`src/rtl/core/fixed_point_q24_8_alu_macros.svh`:
```
// Assertion macros used by the ALU top module.
`ifndef FIXED_POINT_Q24_8_ALU_MACROS_SVH
`define FIXED_POINT_Q24_8_ALU_MACROS_SVH
`ifndef SYNTHESIS
`define FPA_ASSERT(lbl, prop, msg) \
  lbl: assert property (@(posedge clk) disable iff (!rst_n) prop) else $error(msg);
`define FPA_ASSERT_NEVER(lbl, expr, msg) \
  lbl: assert property (@(posedge clk) disable iff (!rst_n) !(expr)) else $error(msg);
`else
`define FPA_ASSERT(lbl, prop, msg)
`define FPA_ASSERT_NEVER(lbl, expr, msg)
`endif
`endif

```
`src/rtl/core/fpa_pkg.sv`:
```
`default_nettype none
package fpa_pkg;

  localparam int unsigned FRAC_BITS_DEF = 8;
  localparam int unsigned WORD_W        = 32;

  typedef enum logic [3:0] {
    OP_ADD  = 4'd0,
    OP_SUB  = 4'd1,
    OP_MUL  = 4'd2,
    OP_DIV  = 4'd3,
    OP_GT   = 4'd4,
    OP_LT   = 4'd5,
    OP_GE   = 4'd6,
    OP_LE   = 4'd7,
    OP_EQ   = 4'd8,
    OP_NE   = 4'd9,
    OP_MIN  = 4'd10,
    OP_MAX  = 4'd11,
    OP_FINT = 4'd12,
    OP_TINT = 4'd13,
    OP_INC  = 4'd14,
    OP_DEC  = 4'd15
  } op_t;

  // Per-item control riding along the divider chain.
  typedef struct packed {
    logic valid;
    logic is_div;
    logic neg;
    logic cmp;
    logic dz;
  } ctl_t;

endpackage
`default_nettype wire

```
`src/rtl/core/fpa_cell.sv`:
```
`default_nettype none
module fpa_cell #(
  parameter int unsigned DW = fpa_pkg::WORD_W + fpa_pkg::FRAC_BITS_DEF
) (
  input  wire logic          clk,
  input  wire logic          rst_n,
  input  wire logic          adv,
  input  fpa_pkg::ctl_t      ctl_i,
  input  wire logic [31:0]   res_i,
  input  wire logic [31:0]   rem_i,
  input  wire logic [DW-1:0] dq_i,
  input  wire logic [31:0]   dsr_i,
  output fpa_pkg::ctl_t      ctl_o,
  output logic [31:0]        res_o,
  output logic [31:0]        rem_o,
  output logic [DW-1:0]      dq_o,
  output logic [31:0]        dsr_o
);

  fpa_pkg::ctl_t  ctl_r;
  logic [31:0]    res_r, rem_r, rem_nxt, dsr_r;
  logic [DW-1:0]  dq_r, dq_nxt;
  logic [32:0]    shifted;
  logic [33:0]    diff;
  logic           ge;

  // One restoring step: bring down the next dividend bit, trial subtract.
  assign shifted = {rem_i, dq_i[DW-1]};
  assign diff    = {1'b0, shifted} - {2'b00, dsr_i};
  assign ge      = !diff[33];
  assign rem_nxt = ge ? diff[31:0] : shifted[31:0];
  assign dq_nxt  = {dq_i[DW-2:0], ge};

  always_ff @(posedge clk) begin
    if (!rst_n) begin
      ctl_r <= '0;
    end else if (adv) begin
      ctl_r <= ctl_i;
    end
  end

  always_ff @(posedge clk) begin
    if (adv) begin
      res_r <= res_i;
      rem_r <= rem_nxt;
      dq_r  <= dq_nxt;
      dsr_r <= dsr_i;
    end
  end

  assign ctl_o = ctl_r;
  assign res_o = res_r;
  assign rem_o = rem_r;
  assign dq_o  = dq_r;
  assign dsr_o = dsr_r;

endmodule
`default_nettype wire

```
`config.mk`:
```
export PLATFORM = sky130hd
export DESIGN_NAME = fpa_cell
export DESIGN_NICKNAME = d
export VERILOG_FILES = /design/src/rtl/core/fixed_point_q24_8_alu_macros.svh /design/src/rtl/core/fpa_pkg.sv /design/src/rtl/core/fpa_cell.sv
export SDC_FILE = /design/constraint.sdc
export NUM_CORES = 1
export LEC_CHECK = 0
export BUFFER_PORTS_ARGS = -buffer_cell sky130_fd_sc_hd__buf_4
export CORE_UTILIZATION = 48
export DETAILED_ROUTE_END_ITERATION = 16
export GPL_TIMING_DRIVEN = 0
export PLACE_DENSITY = 0.8
export SETUP_SLACK_MARGIN = 0.2
export SLEW_MARGIN = 5
export SYNTH_ARGS = -nofsm -noshare
export SYNTH_HDL_FRONTEND = slang
export SYNTH_SLANG_ARGS = --single-unit
```
`constraint.sdc`:
```
create_clock -name clk -period 3.8 [get_ports clk]
set_input_delay 0.38 -clock clk [delete_from_list [all_inputs] [get_ports clk]]
set_output_delay 0.38 -clock clk [all_outputs]
set_load 0.02 [all_outputs]
```
; ---- After elaboration in Yosys (flattened, before gate mapping)
; Index checks and enable logic that the tools add are counted.
[totals]
in_bits = 144
register_bits = 141
[classes]
addsub = 1
n_mux = 1
reduce_logical = 1
[ops]
columns = cell, n
row1 = $sub 33x32->34, 1
row2 = $mux 32, 1
row3 = $logic_not 1->1, 1

; ---- Longest topological paths before layout
[logic_depth]
depth_word = 2
depth_mapped = 12
ltp_nobuf = 12

; ---- Worst setup path before layout
; OpenSTA, ideal clock, no wires.
[synth_timing]
path_type = input to register
start = in dq_i[39]
end = reg rem_r[28] (netlist: rem_o[28]), data pin
n_path_buf = 0
path_slack_ns = 0.770
t_arrival_ns = 2.770
cell_stages = 12
setup_time_ns = 0.260
cell_sequence = inv_1 -> ha_1 -> inv_1 -> fa_1 -> a211oi_1 -> o211a_1 -> o31ai_1 -> o41a_1 -> a41oi_1 -> o21ai_1 -> a21boi_0 -> mux2_4
[synth_via]
elab_chain_cells = 2
[synth_rtl]
columns = item, line
row1 = "start, declared", fpa_cell.sv:11  ; input wire logic [DW-1:0] dq_i,
row2 = $sub 33x32->34, fpa_cell.sv:29  ; assign diff = {1'b0, shifted} - {2'b00, dsr_i};
row3 = $mux 32, fpa_cell.sv:31  ; assign rem_nxt = ge ? diff[31:0] : shifted[31:0];
row4 = named net rem_nxt[28], fpa_cell.sv:21  ; logic [31:0] res_r, rem_r, rem_nxt, dsr_r;
row5 = "end signal, assigned", fpa_cell.sv:45  ; rem_r <= rem_nxt;
row6 = "end, declared", fpa_cell.sv:21
; The timed path passes the listed nets, and every way through them passes these cells.
; A chain may end at the register's enable or synchronous reset.

; ---- Worst setup path in the final report
; Ends and elaborated chain as after synthesis.

==> flow_metrics.env <==
export IMPL_status="completed"
export IMPL_drc=0
export IMPL_post_cts_resized=0
export IMPL_grt_antenna_before_repair=0
export IMPL_grt_pass1_vias=4967
export IMPL_clock_latency_ns=0.41
export IMPL_swShare=0.269
export IMPL_syn_area_sq_um=6640
export IMPL_dpl_cell_area_sq_um=9030
export IMPL_fin_setup_tns_ns=0
export IMPL_drtIter0Drc=334
export IMPL_wl_met3_um=1130
export IMPL_dr_wl_met2_um=9300
export IMPL_grt_max_degree=78
export IMPL_rows=42
export IMPL_routabilityCongestion=0.863
export IMPL_antenna_cells=0
export IMPL_layout_nets=949
export IMPL_postCtsHoldBufs=0
export IMPL_p_leak_nw=4.28
export IMPL_async_reset_ff_frac=0
export IMPL_hp_class="input port to register"
export IMPL_synth_edf_count=136
export IMPL_hold_viol_final=0
export IMPL_slew_headroom=0.504
export IMPL_synth_cells=468
export IMPL_wl_met1_um=6840
export IMPL_power_density_nw_per_um2=489
export IMPL_clkTransAtPathRegs_ns=0.06
export IMPL_cts_tree="yes"
export IMPL_cts_buffer_depth=2
export IMPL_p_total_mw=4.70
export IMPL_fin_crit_sh=0.842
export IMPL_ys_seq_area_frac=0.630
export IMPL_path_max_fanout=5
export IMPL_synth_seq_cells=141
export IMPL_clockPowerShare=0.359
export IMPL_clock_skew_ns=0
export IMPL_fillers=916
export IMPL_cp_arrival_ns=3.36
export IMPL_grt_pass1_wl_um=26900
export IMPL_synth_nets=645
export IMPL_whs_ns=0.137
export IMPL_clock_sinks=141
export IMPL_post_cts_buffers=0
export IMPL_syn_to_final_growth_pct=44.9
export IMPL_rsz0062_at_grt="false"
export IMPL_htreeDepth=4
export IMPL_fp_coreArea_sq_um=13300
export IMPL_power_switching_mw=1.26
export IMPL_wire_per_inst_um=18.2
export IMPL_first_pass_iters=5
export IMPL_final_cell_area_sq_um=9620
export IMPL_p_int_mw=3.44
export IMPL_seqPwrFrac=0.411
export IMPL_ir_drop_v=0.000284
export IMPL_maxSlewViolCount=0
export IMPL_synth_flop_cell="edfxtp_1"
export IMPL_min_period_ns=3.20
export IMPL_drv_cap=0
export IMPL_ant_nets=0
export IMPL_wirelength_um=17500
export IMPL_fmax_mhz=313
export IMPL_dieArea_sq_um=14300
export IMPL_root_buffer="clkbuf_16"
export IMPL_max_slew_worst_pin_slew_ns=0.737
export IMPL_yosysWarnings=0
export IMPL_io_buffers=284
export IMPL_synth_cell_types=57
export IMPL_start_util=0.498
export IMPL_grt_overflow_total=0
export IMPL_setup_viol=0
export IMPL_vias=5056
export IMPL_path_class="input port to register"
export IMPL_die_width_um=120
export IMPL_vias_per_cell=5.26
export IMPL_dpl_hpwl_um=13300
export IMPL_start_kind="input port"
export IMPL_io_pins=285
export IMPL_cts_buffers=17
export IMPL_synth_area_per_cell_sq_um=14.2
export IMPL_required_ns=3.96
export IMPL_end_kind="register"
export IMPL_post_route_util=0.721
export IMPL_pwr_share_comb=0.230
export IMPL_top_layer="met4"
export IMPL_grt_usage=0.247
export IMPL_layout_drive_gt1_share=0.455
export IMPL_die_height_um=120
[power groups by stage]
| stage | Sequential, mW | Combinational, mW | Clock [mW] |
|---|---|---|---|
| detailed placement | 1.96 | 1.08 | 0 |
| floorplan | 2.16 | 0.407 | 0 |
| global route | 1.95 | 1.15 | 1.77 |
| global placement | 1.96 | 1.05 | 0 |
| CTS | 1.93 | 1.08 | 1.71 |
| finish | 1.93 | 1.08 | 1.69 |
[placed cells by master, fill, tap and decap left out, types with 6 or more instances in the layout]
| cell | Yosys | layout |
|---|---|---|
| nand2_1 | 21 | 21 |
| mux2_4 | 26 | 26 |
| mux2i_1 | 9 | 9 |
| xnor2_1 | 16 | 16 |
| buf_4 | 2 | 285 |
| a21o_1 | 6 | 6 |
| a21oi_1 | 33 | 33 |
| ha_1 | 32 | 32 |
| inv_1 | 37 | 37 |
| o21ai_0 | 15 | 15 |
| edfxtp_1 | 136 | 136 |
| nor2_1 | 17 | 17 |
| xor2_1 | 8 | 8 |
| nor2b_1 | 10 | 10 |
| clkbuf_16 | 0 | 17 |
| nand4_1 | 6 | 6 |
| nor3_1 | 7 | 7 |
[layer usage]
| metal | vias up | global-route usage |
|---|---|---|
| met5 | - | 0 |
| met4 | 0 | 0.0836 |
| met3 | 20 | 0.0651 |
| met2 | 217 | 0.443 |
| met1 | 2437 | 0.285 |
| li1 | 2382 | - |
[cells by family after synthesis]
logic type,count (synthesis),synth area share
buffers and inverters,46,0.0305
DFF,141,0.630
AOI/OAI and AO/OA,101,0.102
and+or+nand+nor,86,0.0665
muxes,37,0.0757
xor gates and xnor gates,24,0.0316
adders and majority gates,33,0.0633
[worst max-delay path, stage by stage]
cell	delay [ns]
buf_4	0.11
inv_1	0.06
ha_1	0.15
inv_1	0.06
fa_1	0.43
a211oi_1	0.37
o211a_1	0.23
o31ai_1	0.16
o41a_1	0.49
a41oi_1	0.43
o21ai_1	0.09
a21boi_0	0.14
mux2_4	0.26
[sequential cells by signal, indices dropped and copies added (netlist names)]
name	flops
dq_o	40
dsr_o	32
rem_o	32
res_o	32
ctl_o	5
[path summary, 6_finish.rpt]
check,start,to,slack (ns),depth (start not counted)
setup reg to reg,ctl_o[2]$_SDFFE_PN0P_,ctl_o[2]$_SDFFE_PN0P_,3.17,2
setup / recovery,dq_i[39],rem_o[28]$_DFFE_PP_,0.60,13
hold reg to reg,ctl_o[0]$_SDFFE_PN0P_,ctl_o[0]$_SDFFE_PN0P_,0.52,2
hold / removal,res_i[28],res_o[28]$_DFFE_PP_,0.14,1
[area by class of cell]
type | count | area (sq um) | share of cell area
Sequential cell | 141 | 4180 | 0.435
Tap cell | 176 | 220 | 0.0229
Multi-Input combinational cell | 281 | 2260 | 0.234
Timing Repair Buffer | 285 | 2160 | 0.225
Inverter | 37 | 139 | 0.0144
Buffer | 9 | 63.8 | 0.00663
Clock inverter | 14 | 169 | 0.0176
Clock buffer | 18 | 429 | 0.0446
[through the flow]
stage | setup slack, ns | std cells
global placement | 0.219 | 928
detailed placement | 0.222 | 929
finish | 0.602 | 961
floorplan | 0.770 | 468
global route | 0.454 | 961
CTS | 0.654 | 961
[synth_stat cells, drive strengths merged, types with 5 or more instances]
cell type / number / area (sq um)
a211oi: 5 / 37.5
a21o: 7 / 53.8
a21oi: 35 / 183
and3: 6 / 38.8
buf: 5 / 48.8
dfxtp: 5 / 100
edfxtp: 136 / 4080
ha: 32 / 400
inv: 37 / 139
mux2: 28 / 413
mux2i: 9 / 90.1
nand2: 21 / 78.8
nand4: 6 / 37.5
nor2: 17 / 63.8
nor2b: 10 / 62.6
nor3: 7 / 35.0
o21ai: 18 / 90.1
xnor2: 16 / 140
xor2: 8 / 70.1
Power figures use the tool's default switching activity.
