[src/rtl/core/fixed_point_q24_8_alu_macros.svh]
// Assertion macros used by the ALU top module.
`ifndef FIXED_POINT_Q24_8_ALU_MACROS_SVH
`define FIXED_POINT_Q24_8_ALU_MACROS_SVH
`ifndef SYNTHESIS
`define FPA_ASSERT(lbl, prop, msg) \
  lbl: assert property (@(posedge clk) disable iff (!rst_n) prop) else $error(msg);
`define FPA_ASSERT_NEVER(lbl, expr, msg) \
  lbl: assert property (@(posedge clk) disable iff (!rst_n) !(expr)) else $error(msg);
`else
`define FPA_ASSERT(lbl, prop, msg)
`define FPA_ASSERT_NEVER(lbl, expr, msg)
`endif
`endif

[src/rtl/core/fpa_pkg.sv]
`default_nettype none
package fpa_pkg;

  localparam int unsigned FRAC_BITS_DEF = 8;
  localparam int unsigned WORD_W        = 32;

  typedef enum logic [3:0] {
    OP_ADD  = 4'd0,
    OP_SUB  = 4'd1,
    OP_MUL  = 4'd2,
    OP_DIV  = 4'd3,
    OP_GT   = 4'd4,
    OP_LT   = 4'd5,
    OP_GE   = 4'd6,
    OP_LE   = 4'd7,
    OP_EQ   = 4'd8,
    OP_NE   = 4'd9,
    OP_MIN  = 4'd10,
    OP_MAX  = 4'd11,
    OP_FINT = 4'd12,
    OP_TINT = 4'd13,
    OP_INC  = 4'd14,
    OP_DEC  = 4'd15
  } op_t;

  // Per-item control riding along the divider chain.
  typedef struct packed {
    logic valid;
    logic is_div;
    logic neg;
    logic cmp;
    logic dz;
  } ctl_t;

endpackage
`default_nettype wire

[src/rtl/core/fpa_front.sv]
`default_nettype none
module fpa_front #(
  parameter int unsigned FRAC = fpa_pkg::FRAC_BITS_DEF,
  parameter int unsigned DW   = fpa_pkg::WORD_W + FRAC
) (
  input  wire logic               clk,
  input  wire logic               rst_n,
  input  wire logic               adv,
  input  wire logic               in_valid,
  input  wire logic [3:0]         opcode,
  input  wire logic signed [31:0] opa,
  input  wire logic signed [31:0] opb,
  output fpa_pkg::ctl_t           ctl_o,
  output logic [31:0]             res_o,
  output logic [DW-1:0]           dq_o,
  output logic [31:0]             dsr_o
);

  fpa_pkg::ctl_t  ctl_r, ctl_nxt;
  logic [31:0]    res_r, res_nxt;
  logic [DW-1:0]  dq_r;
  logic [31:0]    dsr_r;
  logic signed [63:0] prod;
  logic [31:0]    a_abs, b_abs;
  logic           lt, gt, eq;

  assign prod  = 64'(opa) * 64'(opb);
  assign a_abs = opa[31] ? (32'd0 - 32'(opa)) : 32'(opa);
  assign b_abs = opb[31] ? (32'd0 - 32'(opb)) : 32'(opb);
  assign lt    = opa < opb;
  assign gt    = opa > opb;
  assign eq    = opa == opb;

  always_comb begin
    ctl_nxt        = '0;
    ctl_nxt.valid  = in_valid;
    ctl_nxt.neg    = opa[31] ^ opb[31];
    res_nxt        = '0;
    case (fpa_pkg::op_t'(opcode))
      fpa_pkg::OP_ADD:  res_nxt = 32'(opa + opb);
      fpa_pkg::OP_SUB:  res_nxt = 32'(opa - opb);
      fpa_pkg::OP_MUL:  res_nxt = prod[FRAC+31:FRAC];
      fpa_pkg::OP_DIV: begin
        if (opb == 32'sd0) ctl_nxt.dz = 1'b1;
        else ctl_nxt.is_div = 1'b1;
      end
      fpa_pkg::OP_GT:   ctl_nxt.cmp = gt;
      fpa_pkg::OP_LT:   ctl_nxt.cmp = lt;
      fpa_pkg::OP_GE:   ctl_nxt.cmp = !lt;
      fpa_pkg::OP_LE:   ctl_nxt.cmp = !gt;
      fpa_pkg::OP_EQ:   ctl_nxt.cmp = eq;
      fpa_pkg::OP_NE:   ctl_nxt.cmp = !eq;
      fpa_pkg::OP_MIN:  res_nxt = lt ? 32'(opa) : 32'(opb);
      fpa_pkg::OP_MAX:  res_nxt = gt ? 32'(opa) : 32'(opb);
      fpa_pkg::OP_FINT: res_nxt = {opa[31-FRAC:0], {FRAC{1'b0}}};
      fpa_pkg::OP_TINT: res_nxt = 32'(opa >>> FRAC);
      fpa_pkg::OP_INC:  res_nxt = 32'(opa + 32'sd1);
      fpa_pkg::OP_DEC:  res_nxt = 32'(opa - 32'sd1);
      default:          res_nxt = '0;
    endcase
  end

  always_ff @(posedge clk) begin
    if (!rst_n) begin
      ctl_r <= '0;
    end else if (adv) begin
      ctl_r <= ctl_nxt;
    end
  end

  always_ff @(posedge clk) begin
    if (adv) begin
      res_r <= res_nxt;
      dq_r  <= {a_abs, {FRAC{1'b0}}};
      dsr_r <= b_abs;
    end
  end

  assign ctl_o = ctl_r;
  assign res_o = res_r;
  assign dq_o  = dq_r;
  assign dsr_o = dsr_r;

endmodule
`default_nettype wire

[config.mk]
export PLATFORM = sky130hd
export DESIGN_NAME = fpa_front
export DESIGN_NICKNAME = d
export VERILOG_FILES = /design/src/rtl/core/fixed_point_q24_8_alu_macros.svh /design/src/rtl/core/fpa_pkg.sv /design/src/rtl/core/fpa_front.sv
export SDC_FILE = /design/constraint.sdc
export NUM_CORES = 2
export LEC_CHECK = 0
export BUFFER_PORTS_ARGS = -buffer_cell sky130_fd_sc_hd__buf_2
export CORE_UTILIZATION = 50
export CTS_CLUSTER_DIAMETER = 60
export DETAILED_ROUTE_END_ITERATION = 8
export GPL_TIMING_DRIVEN = 1
export PLACE_DENSITY = 0.8
export RECOVER_POWER = 100
export SLEW_MARGIN = 20
export SYNTH_ARGS = -nofsm -noshare
export SYNTH_HDL_FRONTEND = slang
export SYNTH_SLANG_ARGS = --single-unit
[constraint.sdc]
create_clock -name clk -period 10 [get_ports clk]
set_input_delay 2 -clock clk [delete_from_list [all_inputs] [get_ports clk]]
set_output_delay 2 -clock clk [all_outputs]
set_load 0.05 [all_outputs]
Word-level counts from Yosys, hierarchy flattened
Index checks and enable logic that the tools add are counted.
{"block": "op_classes", "mul": 1, "n_reduce_logical": 5, "n_eq_ne": 16, "n_lt_le_gt_ge": 2, "n_addsub": 6, "div_mod_pow": 0, "bitwise_logic": 1, "mux": 10, "shift": 0}
{"cell": "$pmux W32 S9", "n": 1}
{"cell": "$mux W32", "n": 2}
{"cell": "$sub A1 B32 Y32 const A", "n": 2}
{"cell": "$mux W31", "n": 2}
{"cell": "$mul A32 B32 Y40", "n": 1}
{"cell": "$add A32 B2 Y32 const B", "n": 1}
{"cell": "$add A32 B32 Y32", "n": 1}
{"cell": "$eq A32 B32 Y1", "n": 1}
{"cell": "$eq A4 B4 Y1 const B", "n": 8}
{"cell": "$gt A32 B32 Y1", "n": 1}
{"cell": "$logic_not A32 Y1", "n": 1}
{"cell": "$lt A32 B32 Y1", "n": 1}
{"cell": "$sub A32 B2 Y32 const B", "n": 1}
{"cell": "$sub A32 B32 Y32", "n": 1}
{"cell": "$eq A4 B3 Y1 const B", "n": 4}
{"cell": "$eq A4 B2 Y1 const B", "n": 2}
{"cell": "$pmux W1 S6", "n": 1}
{"cell": "$eq A4 B1 Y1 const B", "n": 1}
{"cell": "$logic_not A4 Y1", "n": 1}
{"cell": "$mux W1", "n": 4}
{"cell": "$logic_not A1 Y1", "n": 3}
{"cell": "$xor A1 B1 Y1", "n": 1}
{"block": "word_totals", "memories": 0, "ram_bits": 0, "latchBits": 0, "mem_bits_ro": 0, "register_bits": 101}

Depth between registers and ports, before layout
{"block": "logic_depth", "ltp_word": 3, "depth_mapped": 29, "mapped_depth_nobuf": 26}

Worst setup path after synthesis
Ideal clock, no wire load.
{"block": "synth_path", "path_kind": "input-to-reg", "startpoint": "input opb[11]", "endpoint": "register res_r[31], in the netlist res_o[31] (data pin)", "t_arrival_ps": 9179, "setup_ps": 263, "required_ps": 9737, "slack_ps": 558, "path_buffers": 4, "cell_stages": 26, "path_cell_list": "clkbuf_1 > clkbuf_1 > clkbuf_1 > and2_1 > fa_1 > inv_1 > fa_1 > fa_1 > fa_1 > inv_1 > fa_1 > fa_1 > fa_1 > fa_1 > ha_1 > clkbuf_1 > nand4_1 > nor2_1 > nand2_1 > a2111oi_0 > nor2_1 > o221a_2 > nor2_1 > mux2i_1 > o221ai_1 > a2111o_1"}
{"block": "synth_between", "elab_chain_cells": 3}
{"element": "start: declaration", "line": "fpa_front.sv:12", "text": "input wire logic signed [31:0] opb,"}
{"element": "parallel branches: the longest is 2 deep, another holds $mul A32 B32 Y40"}
{"element": "$pmux W32 S9 (*)", "line": "fpa_front.sv:39", "text": "case (fpa_pkg::op_t'(opcode))"}
{"element": "via res_nxt[31]", "line": "fpa_front.sv:20", "text": "logic [31:0] res_r, res_nxt;"}
{"element": "end signal: assignment", "line": "fpa_front.sv:73", "text": "res_r <= res_nxt;"}
{"element": "end: declaration", "line": "fpa_front.sv:20"}
Mark *: on every way through the listed nets, which the timed path passes.
A chain may end at the register's enable or synchronous reset.

Worst setup path in the final report
{"block": "layout_path", "startpoint": "input opa[9]", "endpoint": "register res_r[28], in the netlist res_o[28] (data pin)"}
{"block": "layout_between", "elab_chain_cells": 3}
{"element": "start: declaration", "line": "fpa_front.sv:11", "text": "input wire logic signed [31:0] opa,"}
{"element": "parallel branches: the longest is 2 deep, another holds $mul A32 B32 Y40"}
{"element": "$pmux W32 S9 (*)", "line": "fpa_front.sv:39"}
{"element": "via res_nxt[28]", "line": "fpa_front.sv:20"}
Marks and branches as above.

==> summary.md <==
| Metric | Value |
|---|---|
| CTS resizes | `0` |
| Failing checks | `capacitance limit, slew limit` |
| Number of buffers and inverters on the critical path | `6` |
| Max cap viols | `4` |
| Post-synthesis mux area share | `1.58%` |
| Crit Path Max Fanout | `21` |
| Synthesis Warnings | `0` |
| Total grt overflow | `0` |
| CP endpoint kind | `flop` |
| Final WL | `113,000 um` |
| Post-synth top flop | `edfxtp_1` |
| Met2 WL | `50,600 um` |
| Clock sinks | `101` |
| Worst Max-Slew Pin Slew | `3.39 ns` |
| Vias per cell | `6.04` |
| # DRC | `0` |
| Fmax | `0.102 GHz` |
| Post-route clock period utilization | `98.3%` |
| Most frequent cells in the layout | `inv_1 (708), fa_1 (644), and2_1 (390), nand2_1 (366), ha_1 (239)` |
| Initial core utilization | `50.6%` |
| Postcts setup bufs | `0` |
| Crit-path max cell delay | `0.55 ns` |
| Seq cells post-synth | `101` |
| Clk Latency, worst-skew pair | `0.40 ns` |
| Post-synthesis compound-gate area fraction | `8.77%` |
| Vias in the first global route | `30.1k` |
| Final setup violation count | `0` |
| Met3 wire length | `15,000 um` |
| Most common cell after layout, fill and taps aside | `inv_1` |
| Cell mode on critical path | `fa_1` |
| Total GRT Usage | `34.7%` |
| Share of post-route cells with drive strength above 1 | `6.19%` |
| Synth cell types | `78` |
| Die Wd | `260 um` |
| Top sig layer | `met5` |
| Synth async-reset ratio | `0%` |
| Tmin final | `9.83 ns` |
| Synthesized area | `33,300 um^2` |
| H-tree Lvls | `3` |
| Area growth, synth to finish | `6.78%` |
| Rel. slew slack | `-126%` |
| Clock Tree Buf Depth | `2` |
| Synth Area in XOR/XNOR | `5.49%` |
| Post-CTS Hold Fix Bufs | `0` |
| Hold Violations, Final | `0` |
| Post-Syn Area per Cell | `8.98 um^2` |
| Adder-cell share of the synthesized area | `47.8%` |
| Final estimated routing congestion in global placement | `1.10` |
| Clock Skew | `0 ns` |
| Std cell rows | `94` |
| CTS tree | `built` |
| Die height | `260 um` |
| I/O pin total | `181` |
| Crit path max-delay family | `adder cells` |
| M1 wire length | `37,200 um` |
| # port buffers | `172` |
| Data required, critical path | `10.10 ns` |
| Synthesized instance count | `3,704` |
| Fin nets | `4,746` |
| Final ANT Viol Nets | `0` |
| CP Class | `primary input to flop` |
| RSZ-0062 raised after global routing | `false` |
| CTS root buf | `clkbuf_16` |
| Core footprint | `65,700 um^2` |
| Avg WL per Cell | `24.3 um` |
| DIE AREA | `67,500 um^2` |
| Critical path launch point type | `primary input` |
| EDFF count, synth | `96` |
| Filler cells | `5,908` |
| Drt first-iter violations | `2,998` |
| Initial antenna violation count | `12` |
| Global-route wire length before repair | `174,000 um` |
| Register area share after synthesis | `8.97%` |
| Worst min path class | `flop to flop` |
| CTS Buf Count | `9` |
| Fin. max-slew vios | `174` |
| Clock-pin transition on the worst setup and hold timing paths | `0.09 ns` |
| Largest net degree at the start of global routing | `54` |
| Number of iterations in the first detailed-routing pass | `9` |
| Slowest CP cell | `clkbuf_2` |
| Vias | `28.2k` |
| Largest family of logic cells by synthesized area | `adder cells` |
| Post-synthesis simple-gate area fraction | `16.6%` |
| Critical path arrival | `9.93 ns` |
| Result of the run | `finished with violations` |
| Setup_tns | `0 ns` |
| HPWL after detailed placement | `89,500 um` |
[stage by stage]
| stage | worst slack [ns] | instances | cell area (um^2) | hold WS, ns | util, % |
|---|---|---|---|---|---|
| detailed placement | 0.0582 | 4644 | 35400 | 0.473 | 53.8 |
| global route | 0.0646 | 4667 | 35500 | 0.512 | 54.0 |
| finish | 0.166 | 4671 | 35500 | 0.496 | 54.0 |
| global placement | 0.0919 | 4644 | 35400 | 0.461 | 53.8 |
| floorplan | 0.558 | 3711 | 33300 | 0.743 | - |
| CTS | 0.426 | 4660 | 35700 | 0.493 | 54.3 |
[cells in the mapped netlist (15+ instances only)]
cell / n / area share (%)
nand4_1: 20 / 0.38
a211oi_1: 17 / 0.38
mux2i_1: 49 / 1.5
xnor2_1: 165 / 4.3
nand2_1: 366 / 4.1
nand3_1: 36 / 0.54
clkbuf_1: 210 / 2.4
fa_1: 644 / 39
and2_1: 394 / 7.4
nor2_1: 134 / 1.5
nor3_1: 27 / 0.41
ha_1: 239 / 9.0
a21oi_1: 88 / 1.3
xor2_1: 41 / 1.1
nand2b_1: 25 / 0.47
or3_1: 15 / 0.28
inv_1: 707 / 8.0
a21o_1: 38 / 0.86
o21ai_0: 107 / 1.6
o31ai_1: 16 / 0.36
edfxtp_1: 96 / 8.7
o221ai_1: 18 / 0.47
[registers in the layout (all words and copies together), names as in the netlist]
register,count
res_o,32
dsr_o,32
dq_o,32
ctl_o,5
[area by class of cell]
type | instances | area, um^2 | share of cell area [%]
repair buffers | 307 | 1750 | 4.94
flip-flops and latches | 101 | 2980 | 8.40
diodes | 11 | 27.5 | 0.0775
clock inverters | 7 | 93.8 | 0.264
inverters | 709 | 2660 | 7.50
well taps | 864 | 1080 | 3.04
clock buffers | 9 | 225 | 0.634
multi-input cells | 2663 | 26700 | 75.1
[cells by family after synthesis]
| family | Yosys count |
|---|---|
| multiplexers | 52 |
| other | 1 |
| buffers and inverters | 947 |
| flip-flops | 101 |
| AO/OA/AOI/OAI | 432 |
| adder cells (fa/ha/maj) | 883 |
| XOR/XNOR | 207 |
| AND/OR/NAND/NOR | 1081 |
[worst reg2reg max path, stage by stage (launching register included)]
cell and delay, ns:
dfxtp_1 0.32, o21ai_0 0.17, a21oi_1 0.07
[path summary, 6_finish.rpt]
check | slack (ns) | to | cells past startpoint | startpoint
hold / removal | 0.50 | ctl_o[2] | 1 | ctl_o[2]
setup / recovery | 0.17 | res_o[28] | 26 | opa[9]
hold reg to reg | 0.50 | ctl_o[2] | 1 | ctl_o[2]
setup reg to reg | 9.19 | ctl_o[1] | 2 | ctl_o[1]
[metal layers]
layer  up-vias  track usage (%)
met1     13817             39.7
met5         -                0
met3       665             11.2
met2      2059             54.2
li1      11660                -
met4         4             26.2
Power is left out: the tool's default activity adds up to more than one toggle a clock period on the data nets, which glitch-free logic cannot reach.
